--- config.mk ---
export PLATFORM = sky130hd
export DESIGN_NAME = hex_real8_to_ieee_double_core
export DESIGN_NICKNAME = d
export VERILOG_FILES = /design/src/rtl/hr8d_pkg.sv /design/src/rtl/hex_real8_to_ieee_double_core.sv
export SDC_FILE = /design/constraint.sdc
export NUM_CORES = 1
export LEC_CHECK = 0
export ABC_AREA = 0
export BUFFER_PORTS_ARGS = -buffer_cell sky130_fd_sc_hd__buf_2
export CAP_MARGIN = 15
export CORE_MARGIN = 5
export CORE_UTILIZATION = 41
export CTS_CLUSTER_DIAMETER = 30
export CTS_CLUSTER_SIZE = 40
export DETAILED_ROUTE_END_ITERATION = 8
export GPL_ROUTABILITY_DRIVEN = 0
export MAX_ROUTING_LAYER = met4
export PLACE_DENSITY = 0.55
export SLEW_MARGIN = 10
export SYNTH_ARGS = -nofsm -noshare
export SYNTH_HDL_FRONTEND = slang
export SYNTH_SLANG_ARGS = --single-unit
--- constraint.sdc ---
create_clock -name clk_i -period 3.9 [get_ports clk_i]
set_input_delay 0.195 -clock clk_i [delete_from_list [all_inputs] [get_ports clk_i]]
set_output_delay 0.195 -clock clk_i [all_outputs]
set_load 0.01 [all_outputs]
--- src/rtl/hr8d_pkg.sv ---
// ----------------------------------------------------------------------------
// hr8d_pkg: shared types and constants for the hex real to double converter
// Payload structs and the exponent offset used by the pipeline.
// ----------------------------------------------------------------------------
package hr8d_pkg;

  localparam int unsigned FracW = 56;
  localparam int unsigned SigW  = 53;
  localparam int unsigned PosW  = 6;   // leading-one position 0..55

  // 1023 - 4*64 - 56
  localparam logic [10:0] ExpOffset = 11'd711;

  typedef struct packed {
    logic        in_sign;
    logic [6:0]  hex_exponent;
    logic [55:0] hex_fraction;
  } hr8d_in_t;

  typedef struct packed {
    logic        out_sign;
    logic [10:0] out_exponent;
    logic [51:0] out_fraction;
  } hr8d_out_t;

endpackage

--- src/rtl/hex_real8_to_ieee_double_core.sv ---
// Four register stages lie between the input request and the output register.
// Throughput: one request per cycle; a stall freezes all stages together.
// Stages: leading-one search, normalizing shift, rounding, exponent and output.
// Reset clears the stage valid bits only; payload registers are not reset.
// ----------------------------------------------------------------------------
// hex_real8_to_ieee_double_core: IBM hex 64-bit real to IEEE 754 double
// Four-stage pipeline: find leading one, shift, round to nearest even, pack.
// ----------------------------------------------------------------------------
module hex_real8_to_ieee_double_core
  import hr8d_pkg::*;
(
  input  logic      clk_i,
  input  logic      rst_ni,
  input  logic      in_valid_i,
  output logic      in_stall_o,
  input  hr8d_in_t  in_data_i,
  output logic      out_valid_o,
  input  logic      out_stall_i,
  output hr8d_out_t out_data_o
);

  logic adv;
  assign adv        = !out_stall_i;
  assign in_stall_o = out_stall_i;

  // stage 1: leading-one position
  logic            v1_q;
  logic            s1_q;
  logic [6:0]      e1_q;
  logic [55:0]     f1_q;
  logic [PosW-1:0] p1_q;
  logic [PosW-1:0] p1_d;

  always_comb begin
    p1_d = '0;
    for (int i = 0; i < 56; i++) begin
      if (in_data_i.hex_fraction[i]) p1_d = PosW'(i);
    end
  end

  // stage 2: normalize so the leading one sits at bit 55
  logic            v2_q;
  logic            s2_q;
  logic            z2_q;
  logic [6:0]      e2_q;
  logic [55:0]     n2_q;
  logic [PosW-1:0] p2_q;

  // stage 3: round to 53 bits, keep carry
  logic            v3_q;
  logic            s3_q;
  logic            z3_q;
  logic [6:0]      e3_q;
  logic [PosW-1:0] p3_q;
  logic [53:0]     m3_q;
  logic [53:0]     m3_d;
  logic            rnd;

  // bits 2..0 of the normalized word: guard, then sticky
  assign rnd  = n2_q[2] && (n2_q[1] || n2_q[0] || n2_q[3]);
  assign m3_d = {1'b0, n2_q[55:3]} + 54'(rnd);

  // stage 4: output register
  logic            v4_q;
  hr8d_out_t       o4_q;
  hr8d_out_t       o4_d;
  logic [10:0]     exp_sum;

  always_comb begin
    exp_sum = 11'(p3_q) + {2'b00, e3_q, 2'b00} + ExpOffset + 11'(m3_q[53]);
    o4_d.out_sign = s3_q;
    if (z3_q) begin
      o4_d.out_exponent = '0;
      o4_d.out_fraction = '0;
    end else begin
      o4_d.out_exponent = exp_sum;
      o4_d.out_fraction = m3_q[53] ? m3_q[52:1] : m3_q[51:0];
    end
  end

  always_ff @(posedge clk_i or negedge rst_ni) begin
    if (!rst_ni) begin
      v1_q <= 1'b0;
      v2_q <= 1'b0;
      v3_q <= 1'b0;
      v4_q <= 1'b0;
    end else if (adv) begin
      v1_q <= in_valid_i;
      v2_q <= v1_q;
      v3_q <= v2_q;
      v4_q <= v3_q;
    end
  end

  always_ff @(posedge clk_i) begin
    if (adv) begin
      s1_q <= in_data_i.in_sign;
      e1_q <= in_data_i.hex_exponent;
      f1_q <= in_data_i.hex_fraction;
      p1_q <= p1_d;

      s2_q <= s1_q;
      z2_q <= (f1_q == '0);
      e2_q <= e1_q;
      p2_q <= p1_q;
      n2_q <= f1_q << (6'd55 - p1_q);

      s3_q <= s2_q;
      z3_q <= z2_q;
      e3_q <= e2_q;
      p3_q <= p2_q;
      m3_q <= m3_d;

      o4_q <= o4_d;
    end
  end

  assign out_valid_o = v4_q;
  assign out_data_o  = o4_q;

  a_sign_kept: assert property (@(posedge clk_i) disable iff (!rst_ni)
    (adv && v3_q) |=> (out_data_o.out_sign == $past(s3_q)))
    else $error("sign not carried to output");
  a_zero_exp: assert property (@(posedge clk_i) disable iff (!rst_ni)
    (out_valid_o && out_data_o.out_exponent == '0) |-> (out_data_o.out_fraction == '0))
    else $error("zero exponent with nonzero fraction");
  a_norm: assert property (@(posedge clk_i) disable iff (!rst_ni)
    (v2_q && !z2_q) |-> n2_q[55])
    else $error("normalized word lacks leading one");
  a_hold: assert property (@(posedge clk_i) disable iff (!rst_ni)
    (out_valid_o && out_stall_i) |=> ($stable(out_valid_o) && $stable(out_data_o)))
    else $error("output changed under stall");

endmodule
==> impl_results.md, run 1 <==
* Critical Path Sink Type: flip-flop
* Inserted Diodes at 0
* Detail Placement HPWL at 26.1 mm
* Core Rows at 69
* Insertion delay to the later sink of the worst-skew pair at 0.60 ns
* Worst Hold Depth at 2
* Fill cell count at 3039
* Hold Path Sink: f1_q[0]$_DFFE_PN_
* Clock skew at 0.0238 ns
* GR Util met2 at 29.0%
* Worst hold slack at 0.321 ns
* Vias in the first global route at 10482
* GR Overflow Total at 0
* CTS max path bufs at 3
* Clk pin slew, worst setup/hold paths at 0.05 ns
* Fin crit period at 3.14 ns
* Slew Limit Fails at 0
* DRC viols at 0
* Hold crit path type: in -> reg
* Routed WL per cell at 18.8 µm
* TritonRoute pass-1 iters at 5
* VDD IR max at 0.297 mV
* Area of the multi-input gates at 6010 µm²
* CP peak stage delay at 0.90 ns
* Layout net count at 1503
* Yosys reg bits at 278
* Peak Freq at 0.319 GHz
* Num CTS Buffers at 60
* Seq. cell area at 8330 µm²
* Leakage at 7.18 nW
* RSZ-0062 raised after global routing: no
* Worst Path Buf+Inv at 1
* Syn Std Cell Area at 14800 µm²
* CTS H-tree lvls at 2
* Chip height at 200 µm
* Critical R2R Launch: p1_q[0]$_SDFFCE_PP1N_
* Share of cells above drive strength 1 at 23.0%
* First-pass GRT wire length at 57.6 mm
* Crit-path cells: buf_4, nand2b_1, o22ai_1, a221oi_1, o21ai_0, a222oi_1
* Worst path top cell family by delay: compound AO/OA/AOI/OAI gates
* Syn nets at 1273
* Worst slew margin at 35.1%
* EDFF count, synth at 274
* Reg2reg path depth at 6
* Met3 usage at 4.11%
* Pin count of the biggest net entering global routing at 173
* Sequential-to-total area share from yosys stat at 56.1%
* R2R Setup Slk at 0.76 ns
* Area Growth Syn to Fin at 26.2%
* Initial drt markers at 877
* Top_reg_cell synth: edfxtp_1
* # Max-Cap Violations at 0
* Period utilisation layout at 80.5%
* Boundary Pins at 134
* Outcome: finished, final reports clean
* Starting Density at 41.6%
* PostCTS Resize Cnt at 0
* Hold path startpoint: in_data_i[0]
* Startpoint types: flip-flop
* Worst path slowest cell: edfxtp_1
* Die width at 200 µm
* CTS sink cnt at 278
* Final Hold Viols at 0
* Gr busiest metal: met2
* Post-route design area at 18700 µm²
* Pwr/cell area at 544 nW/µm²
* Buffers added on ports at 133
* Drt via density at 5.45
* Die area at 40100 µm²
* Post-CTS setup buffer count at 0
* Worst-Margin Slew at 0.973 ns
* Crit Path Class: reg -> reg
* Number of nets still failing antenna checks after routing at 0
* Peak fanout along the critical path at 24
* CTS tree: done
* Routing usage on met1 at 22.9%
* Vias at 10519
* Post-synth ARST share at 1.44%
* Worst path required time at 4.26 ns
* Final setup TNS at 0 ns
* Core footprint at 35700 µm²
* Antenna violations before repair at 0
* Synth Warn # at 0
* Setup violators final at 0
* Dpl cell area at 15900 µm²
* GRT Overall Usage at 18.3%
* Final WL at 36.3 mm
* Root Buffer: clkbuf_16
* Avg Cell Area, Syn at 12.5 µm²
* Cells after Synth at 1189
* Reg2reg end: n2_q[50]$_DFFE_PN_
* Total power at 10.2 mW
* Arr. time, crit path at 3.49 ns
* Yosys cell types at 71
==> worst max-delay path by stage <==
stage	cells after the start	to	from	slack (ns)
after floorplan	1	e1_q[0]$_DFFE_PN_	out_stall_i	-0.71
after global placement	6	n2_q[34]$_DFFE_PN_	p1_q[0]$_SDFFCE_PP1N_	0.88
after detailed placement	6	n2_q[34]$_DFFE_PN_	p1_q[0]$_SDFFCE_PP1N_	0.81
after CTS	6	n2_q[34]$_DFFE_PN_	p1_q[0]$_SDFFCE_PP1N_	0.79
after global routing	6	n2_q[50]$_DFFE_PN_	p1_q[0]$_SDFFCE_PP1N_	0.53
final	6	n2_q[50]$_DFFE_PN_	p1_q[0]$_SDFFCE_PP1N_	0.76
==> final cells by class <==
| type | count | share of cell area, % |
|---|---|---|
| Tap cell | 461 | 3.08 |
| Inverter | 36 | 0.742 |
| Sequential cell | 278 | 44.5 |
| Clock buffer | 65 | 8.24 |
| Multi-Input combinational cell | 816 | 32.1 |
| Timing Repair Buffer | 227 | 8.49 |
| Clock inverter | 47 | 2.84 |
==> power breakdown <==
group | switching, mW | total (mW) | internal, mW
clock network | 1.69 | 5.06 | 3.37
registers | 0.202 | 3.82 | 3.62
logic | 0.741 | 1.30 | 0.564
total | 2.64 | 10.2 | 7.55
==> per-layer routing <==
metal	vias to the layer above	part of all wire, %
met5	-	0
met4	0	4.2
met3	97	6.3
met2	402	47
met1	4940	42
li1	5080	-
==> worst register-to-register path, cell delays in order, from the launching register on <==
cell and delay (ns):
edfxtp_1 0.90, buf_4 0.45, nand2b_1 0.31, o22ai_1 0.13, a221oi_1 0.53, o21ai_0 0.17
a222oi_1 0.41
==> cell families after synthesis <==
logic type,count (synthesis),synth area share (%)
and+or+nand+nor,378,12.1
DFF,278,56.1
AOI/OAI and AO/OA,182,8.09
muxes,181,15.4
buffers and inverters,95,3.37
xor gates and xnor gates,59,3.48
adders and majority gates,16,1.40
==> Yosys cell counts (5+ instances only) <==
| cell type | n | area share, % |
|---|---|---|
| nand2_1 | 91 | 2.3 |
| and2_1 | 5 | 0.21 |
| mux4_2 | 19 | 2.9 |
| a31oi_1 | 5 | 0.21 |
| nand3_1 | 28 | 0.94 |
| o31ai_1 | 5 | 0.25 |
| mux2i_1 | 106 | 7.2 |
| clkbuf_1 | 28 | 0.71 |
| nand2b_1 | 7 | 0.30 |
| and4_1 | 7 | 0.41 |
| nor2_1 | 135 | 3.4 |
| mux2_2 | 45 | 3.4 |
| xor2_1 | 22 | 1.3 |
| mux4_1 | 11 | 1.9 |
| nor3_1 | 25 | 0.84 |
| nor4_1 | 32 | 1.3 |
| a21o_1 | 5 | 0.25 |
| o21ai_0 | 45 | 1.5 |
| o211ai_1 | 14 | 0.71 |
| edfxtp_1 | 274 | 55 |
| a21oi_1 | 32 | 1.1 |
| ha_1 | 15 | 1.3 |
| buf_2 | 6 | 0.20 |
| nand4_1 | 18 | 0.76 |
| o221ai_1 | 12 | 0.71 |
| and3_1 | 11 | 0.46 |
| o22a_1 | 5 | 0.30 |
| o22ai_1 | 23 | 0.97 |
| xnor2_1 | 37 | 2.2 |
| nor2b_1 | 5 | 0.21 |
| buf_4 | 9 | 0.46 |
| inv_1 | 34 | 0.86 |
| buf_6 | 7 | 0.53 |
==> layout by cell type, fill, tap and decap left out, types with 14 or more instances in the layout <==
master | netlist | routed
mux2i_1 | 106 | 106
a21oi_1 | 32 | 32
xor2_1 | 22 | 21
ha_1 | 15 | 15
nor3_1 | 25 | 25
o21ai_0 | 45 | 45
o211ai_1 | 14 | 14
inv_1 | 34 | 33
nor2_1 | 135 | 135
buf_4 | 9 | 22
xnor2_1 | 37 | 37
o22ai_1 | 23 | 23
mux4_2 | 19 | 19
mux2_2 | 45 | 45
nand4_1 | 18 | 18
edfxtp_1 | 274 | 274
nand2_1 | 91 | 91
buf_2 | 6 | 133
nand3_1 | 28 | 28
clkbuf_16 | 0 | 61
nor4_1 | 32 | 32
dlygate4sd3_1 | 0 | 69
==> state kept, by name, indices dropped and copies added, names as in the netlist <==
name and count:
v3_q 1, z3_q 1, s1_q 1, z2_q 1, p3_q 6, out_data_o 64, e3_q 7, v1_q 1
f1_q 56, s3_q 1, v2_q 1, n2_q 56, e2_q 7, out_valid_o 1, s2_q 1, m3_q 54
e1_q 7, p1_q 6, p2_q 6
==> stage by stage <==
step,setup WS (ns),utilization [%],cells
finish,0.762,52.5,1930
global route,0.531,52.5,1930
CTS,0.793,52.4,1929
detailed placement,0.808,44.7,1748
global placement,0.875,44.7,1748
floorplan,-0.710,-,1189
==> repair_timing <==
action	4_1_cts	5_1_grt
setup endpoints to repair	0	0
hold endpoints to repair	74	0
hold buffers	69	0
Power figures use the tool's default switching activity.
==> inputs of run 2 (changes only) <==
- PLACE_DENSITY: 0.55 -> 0.57
- clock period: 3.9 -> 2.7 ns (I/O delays scaled with it)
==> run 2 against run 1 <==
  * Final cell count rose by 0.78%
  * Routed wire length shrank 1.2%
  * Clock-buffer cell count decreased by 2
  * Total power increased by 41%
  * Sequential power rose by 44%
  * Clock power increased by 37%
  * Fmax up 22%
  * Die area stayed put
  * Critical path depth is 1 higher
  * Register-to-register slack worse by 0.62 ns
  * Clock skew increased by 0.015 ns
  * Global-route usage down 0.23 points
  * Critical path type unchanged
  * Largest cell class unchanged
==> impl_results.md, run 2 (synthesis results as in run 1) <==
* Outcome: finished, final reports clean
* Number of nets still failing antenna checks after routing at 0 (unchanged)
* Setup violators final at 0 (unchanged)
* Clock skew at 0.0385 ns (+0.0147 ns)
* Critical R2R Launch: p1_q[3]$_SDFFCE_PP0N_
* Critical path origin: p1_q[3]$_SDFFCE_PP0N_
* Commonest non-fill, non-tap cell in the layout: edfxtp_1
* Hold crit path type: in -> reg
* Hold path startpoint: in_data_i[58]
* Clk pin slew, worst setup/hold paths at 0.06 ns (about the same)
* Vias in the first global route at 10541 (+0.56%)
* Die area at 40100 µm² (unchanged)
* Largest register FFs at 64 (unchanged)
* Seq. cell area at 8330 µm² (unchanged)
* Worst hold slack at 0.279 ns (-0.0424 ns)
* Core Rows at 69 (unchanged)
* Die width at 200 µm (unchanged)
* Pwr/cell area at 765 nW/µm² (+41%)
* Boundary Pins at 134 (unchanged)
* Total power at 14.4 mW (+41%)
* DRC viols at 0 (unchanged)
* Startpoint types: flip-flop
* Worst-Margin Slew at 0.835 ns (-0.139 ns)
* Layout net count at 1518 (+1.0%)
* Inserted Diodes at 0 (unchanged)
* Slew Limit Fails at 0 (unchanged)
* Root Buffer: clkbuf_16
* Leakage at 7.23 nW (+0.63%)
* Final WL at 35.9 mm (-1.2%)
* Fill cell count at 3049 (+0.33%)
* Detail Placement HPWL at 26.0 mm (-0.40%)
* Peak Freq at 0.390 GHz (+22%)
* Antenna violations before repair at 0 (unchanged)
* Chip height at 200 µm (unchanged)
* Num CTS Buffers at 58 (-3.3%)
* Fin crit period at 2.56 ns (-0.576 ns)
* Drt via density at 5.43 (-0.38%)
* Period utilisation layout at 94.9% (+14 points)
* Post-route design area at 18800 µm² (+0.35%)
* Crit Path Class: reg -> reg
* Worst path required time at 3.01 ns (-1.25 ns)
* CTS H-tree lvls at 2 (unchanged)
* Arr. time, crit path at 2.87 ns (-0.62 ns)
* GRT Overall Usage at 18.1% (-0.23 points)
* TritonRoute pass-1 iters at 7 (+2)
* Post-CTS setup buffer count at 0 (unchanged)
* Routed WL per cell at 18.4 µm (-2.0%)
* Peak fanout along the critical path at 19 (-21%)
* Initial drt markers at 924 (+5.4%)
* Pin count of the biggest net entering global routing at 130 (-25%)
* VDD IR max at 0.479 mV (+61%)
* Worst slew margin at 44.4% (+9.3 points)
* Final Hold Viols at 0 (unchanged)
* Insertion delay to the later sink of the worst-skew pair at 0.58 ns (-0.02 ns)
* Share of cells above drive strength 1 at 23.8% (+0.78 points)
* Vias at 10560 (+0.39%)
* Area of the multi-input gates at 6010 µm² (about the same)
* Dpl cell area at 16100 µm² (+1.1%)
* RSZ-0062 raised after global routing: no
* CTS tree: done
* Core footprint at 35700 µm² (unchanged)
* First-pass GRT wire length at 57.6 mm (about the same)
* # Max-Cap Violations at 0 (unchanged)
* Critical Path Sink Type: flip-flop
* CTS max path bufs at 3 (unchanged)
* Buffers added on ports at 133 (unchanged)
* GR Overflow Total at 0 (unchanged)
* Starting Density at 41.6% (unchanged)
* Most frequent cells in the layout: edfxtp_1, nor2_1, buf_2
* Area Growth Syn to Fin at 26.6%
* CTS sink cnt at 278 (unchanged)
-- run 2: critical path, cell delays in order (launching register included) --
cell and delay [ns]:
edfxtp_1 0.43, buf_4 0.25, ha_1 0.26, xnor2_1 0.23, nand2_1 0.22, o21ai_0 0.25
a21oi_1 0.12, a222oi_1 0.52
-- run 2: area by class of cell --
cell class	count	area share (%)
inverters	36	0.739
clock buffers	63	7.94
well taps	461	3.07
multi-input cells	816	32.0
clock inverters	47	2.61
repair buffers	244	9.30
flip-flops and latches	278	44.3
-- run 2: per-layer routing --
layer  track usage, %  up-vias  share of wire, %
met5                -        -                 0
met4             7.97        0               4.2
met3             3.25      103               5.2
met2             28.6      366                47
met1             22.9     4980                43
li1                 -     5111                 -
-- run 2: worst paths after layout --
| kind | end | cells past startpoint | slack (ns) |
|---|---|---|---|
| min in group asynchronous | v3_q$_DFFE_PN0N_ | 3 | 0.49 |
| hold reg to reg | out_data_o[63]$_DFFE_PN_ | 0 | 0.41 |
| setup / recovery | n2_q[49]$_DFFE_PN_ | 7 | 0.14 |
| setup reg to reg | n2_q[49]$_DFFE_PN_ | 7 | 0.14 |
| max in group asynchronous | v1_q$_DFFE_PN0N_ | 3 | 2.05 |
| hold / removal | e1_q[2]$_DFFE_PN_ | 2 | 0.28 |
-- run 2: report_power, final --
| group | switching (mW) | internal, mW |
|---|---|---|
| clock | 2.44 | 4.47 |
| sequential | 0.268 | 5.22 |
| combinational | 1.11 | 0.861 |
| total | 3.81 | 10.6 |
-- run 2: repair_timing --
item / CTS / global route
hold buffers: 69 / 0
resized for setup: 0 / 2
hold endpoints to repair: 75 / 0
endpoints found under the setup margin: 0 / 2
-- run 2: stage by stage --
stage	utilization, %	setup WS (ns)	setup TNS (ns)	cells
after CTS	52.7	0.117	0	1945
after global placement	45.2	0.240	0	1766
after detailed placement	45.2	0.130	0	1766
after global routing	52.7	0.0570	0	1945
after floorplan	-	-1.85	-506.81	1189
final	52.7	0.138	0	1945
==> inputs of run 3 (changes only) <==
- BUFFER_PORTS_ARGS: -buffer_cell sky130_fd_sc_hd__buf_2 -> -buffer_cell sky130_fd_sc_hd__buf_4
==> run 3 against run 2 <==
  * Sequential share of layout area fell by 0.87 points
  * Critical path depth increased by 4
  * Clock-buffer cell count shrank 8
  * Via count fell by 0.10%
  * Non-clock buffer count rose by 31
  * First-iteration DRC count fell by 5.0%
  * Combinational power is 8% higher
  * Sequential power about the same
  * Worst setup slack improved by 0.041 ns
  * Total power down 2.9%
  * Critical path type unchanged
  * Clock power down 8.5%
  * Sequential cell count unchanged
  * Largest power group unchanged
==> impl_results.md, run 3 (synthesis results as in run 1) <==
* Outcome: finished, final reports clean
* Root Buffer: clkbuf_16
* Pwr/cell area at 728 nW/µm² (-4.8%)
* Vias at 10549 (-0.10%)
* Most frequent cells in the layout: edfxtp_1, buf_4, nor2_1
* CTS H-tree lvls at 2 (unchanged)
* Area Growth Syn to Fin at 29.2%
* Die area at 40100 µm² (unchanged)
* Placement Setup Slack at 0.0701 ns (-0.0601 ns)
* Inserted Diodes at 0 (unchanged)
* DRC viols at 0 (unchanged)
* Core Rows at 69 (unchanged)
* Die width at 200 µm (unchanged)
* Number of nets still failing antenna checks after routing at 0 (unchanged)
* Commonest non-fill, non-tap cell in the layout: edfxtp_1
* Peak fanout along the critical path at 2 (-17)
* Insertion delay to the later sink of the worst-skew pair at 0.57 ns (about the same)
* CTS max path bufs at 3 (unchanged)
* Startpoint types: flip-flop
* Layout net count at 1543 (+1.6%)
* Worst-Margin Slew at 0.825 ns (-0.00985 ns)
* Core footprint at 35700 µm² (unchanged)
* CTS tree: done
* First-pass GRT wire length at 57.0 mm (-1.1%)
* Antenna violations before repair at 0 (unchanged)
* Boundary Pins at 134 (unchanged)
* Share of cells above drive strength 1 at 24.6% (+0.80 points)
* Starting Density at 41.6% (unchanged)
* Pin count of the biggest net entering global routing at 137 (+5.4%)
* Crit Path Class: reg -> reg
* Period utilisation layout at 93.4% (-1.5 points)
* TritonRoute pass-1 iters at 6 (-1)
* Reg2reg path depth at 11 (+4)
* Worst path required time at 3.07 ns (+0.06 ns)
* Slew Limit Fails at 0 (unchanged)
* Clk pin slew, worst setup/hold paths at 0.05 ns (about the same)
* Setup ws final at 0.179 ns (+0.0412 ns)
* Clock skew at 0.0171 ns (-0.0214 ns)
* GRT Overall Usage at 17.9% (-0.22 points)
* Final WL at 35.5 mm (-1.0%)
* Detail Placement HPWL at 26.6 mm (+2.4%)
* Largest register FFs at 64 (unchanged)
* Num CTS Buffers at 52 (-10%)
* Leakage at 7.41 nW (+2.5%)
* Drt via density at 5.38 (-0.97%)
* VDD IR max at 0.477 mV (-0.30%)
* GR Overflow Total at 0 (unchanged)
* Initial drt markers at 878 (-5.0%)
* Final setup TNS at 0 ns (unchanged)
* CTS sink cnt at 278 (unchanged)
* Total power at 13.9 mW (-2.9%)
* Worst slew margin at 45.0% (+0.66 points)
* Setup violators final at 0 (unchanged)
* Peak Freq at 0.397 GHz (+1.6%)
* Vias in the first global route at 10383 (-1.5%)
* Chip height at 200 µm (unchanged)
* Critical Path Sink Type: flip-flop
* Fin crit period at 2.52 ns (-0.0412 ns)
* Routed WL per cell at 18.1 µm (-1.9%)
* Worst Hold Depth at 2 (unchanged)
* Arr. time, crit path at 2.89 ns (+0.02 ns)
* Fill cell count at 3053 (+0.13%)
* Buffers added on ports at 133 (unchanged)
* Hold crit path type: in -> reg
* Final Hold Viols at 0 (unchanged)
* # Max-Cap Violations at 0 (unchanged)
==> run 3: what timing repair did <==
| action | CTS | global route |
|---|---|---|
| hold endpoints to repair | 75 | 0 |
| gates resized for setup | 0 | 2 |
| setup buffers | 0 | 0 |
| hold buffers | 69 | 0 |
| setup endpoints to repair | 0 | 1 |
==> run 3: layout make-up <==
| cell class | count | area, µm² | area share [%] |
|---|---|---|---|
| Clock buffer | 55 | 1310 | 6.85 |
| Tap cell | 461 | 577 | 3.01 |
| Sequential cell | 278 | 8330 | 43.5 |
| Clock inverter | 41 | 454 | 2.37 |
| Multi-Input combinational cell | 816 | 6010 | 31.4 |
| Timing Repair Buffer | 275 | 2340 | 12.2 |
| Inverter | 36 | 139 | 0.725 |
==> run 3: final timing paths <==
kind                                    start                      endpoint  slack (ns)
min in group asynchronous              rst_ni              v3_q$_DFFE_PN0N_        0.48
hold / removal                  in_data_i[61]             e1_q[5]$_DFFE_PN_        0.29
setup reg to reg           m3_q[53]$_DFFE_PN_  out_data_o[61]$_SDFFCE_PP0N_        0.18
setup / recovery           m3_q[53]$_DFFE_PN_  out_data_o[61]$_SDFFCE_PP0N_        0.18
hold reg to reg             e2_q[1]$_DFFE_PN_             e3_q[1]$_DFFE_PN_        0.42
max in group asynchronous              rst_ni       out_valid_o$_DFFE_PN0N_        2.05
==> run 3: metrics by stage <==
step,cells,hold WS [ns],util (%),cell area (µm²)
2_1_floorplan,1189,-0.161,-,14800
3_3_place_gp,1797,-0.0683,46.8,16700
3_5_place_dp,1797,-0.0643,46.8,16700
4_1_cts,1962,0.266,53.7,19200
5_1_grt,1962,0.274,53.7,19200
6_report,1962,0.289,53.7,19200
==> run 3: worst max-delay path, stage by stage, from the launching register on <==
cell and delay (ns):
edfxtp_1 0.38, inv_1 0.07, ha_1 0.13, inv_1 0.04, ha_1 0.20, fa_1 0.41
a21o_1 0.18, a21oi_1 0.24, o21bai_1 0.09, a21oi_1 0.22, nor2_1 0.09, a2111oi_2 0.28
==> run 3: per-layer routing <==
metal | wire length, µm | global-route usage, % | up-vias
met4 | 1430 | 7.25 | 0
met5 | 0 | - | -
met2 | 16800 | 28.4 | 319
met3 | 1880 | 3.10 | 91
met1 | 15400 | 22.9 | 4993
li1 | - | - | 5146
==> run 3: report_power, final <==
part | switching [mW] | internal [mW] | leakage (nW)
Combinational | 1.13 | 1.01 | 3.74
Sequential | 0.272 | 5.23 | 2.80
Clock | 2.18 | 4.14 | 0.869
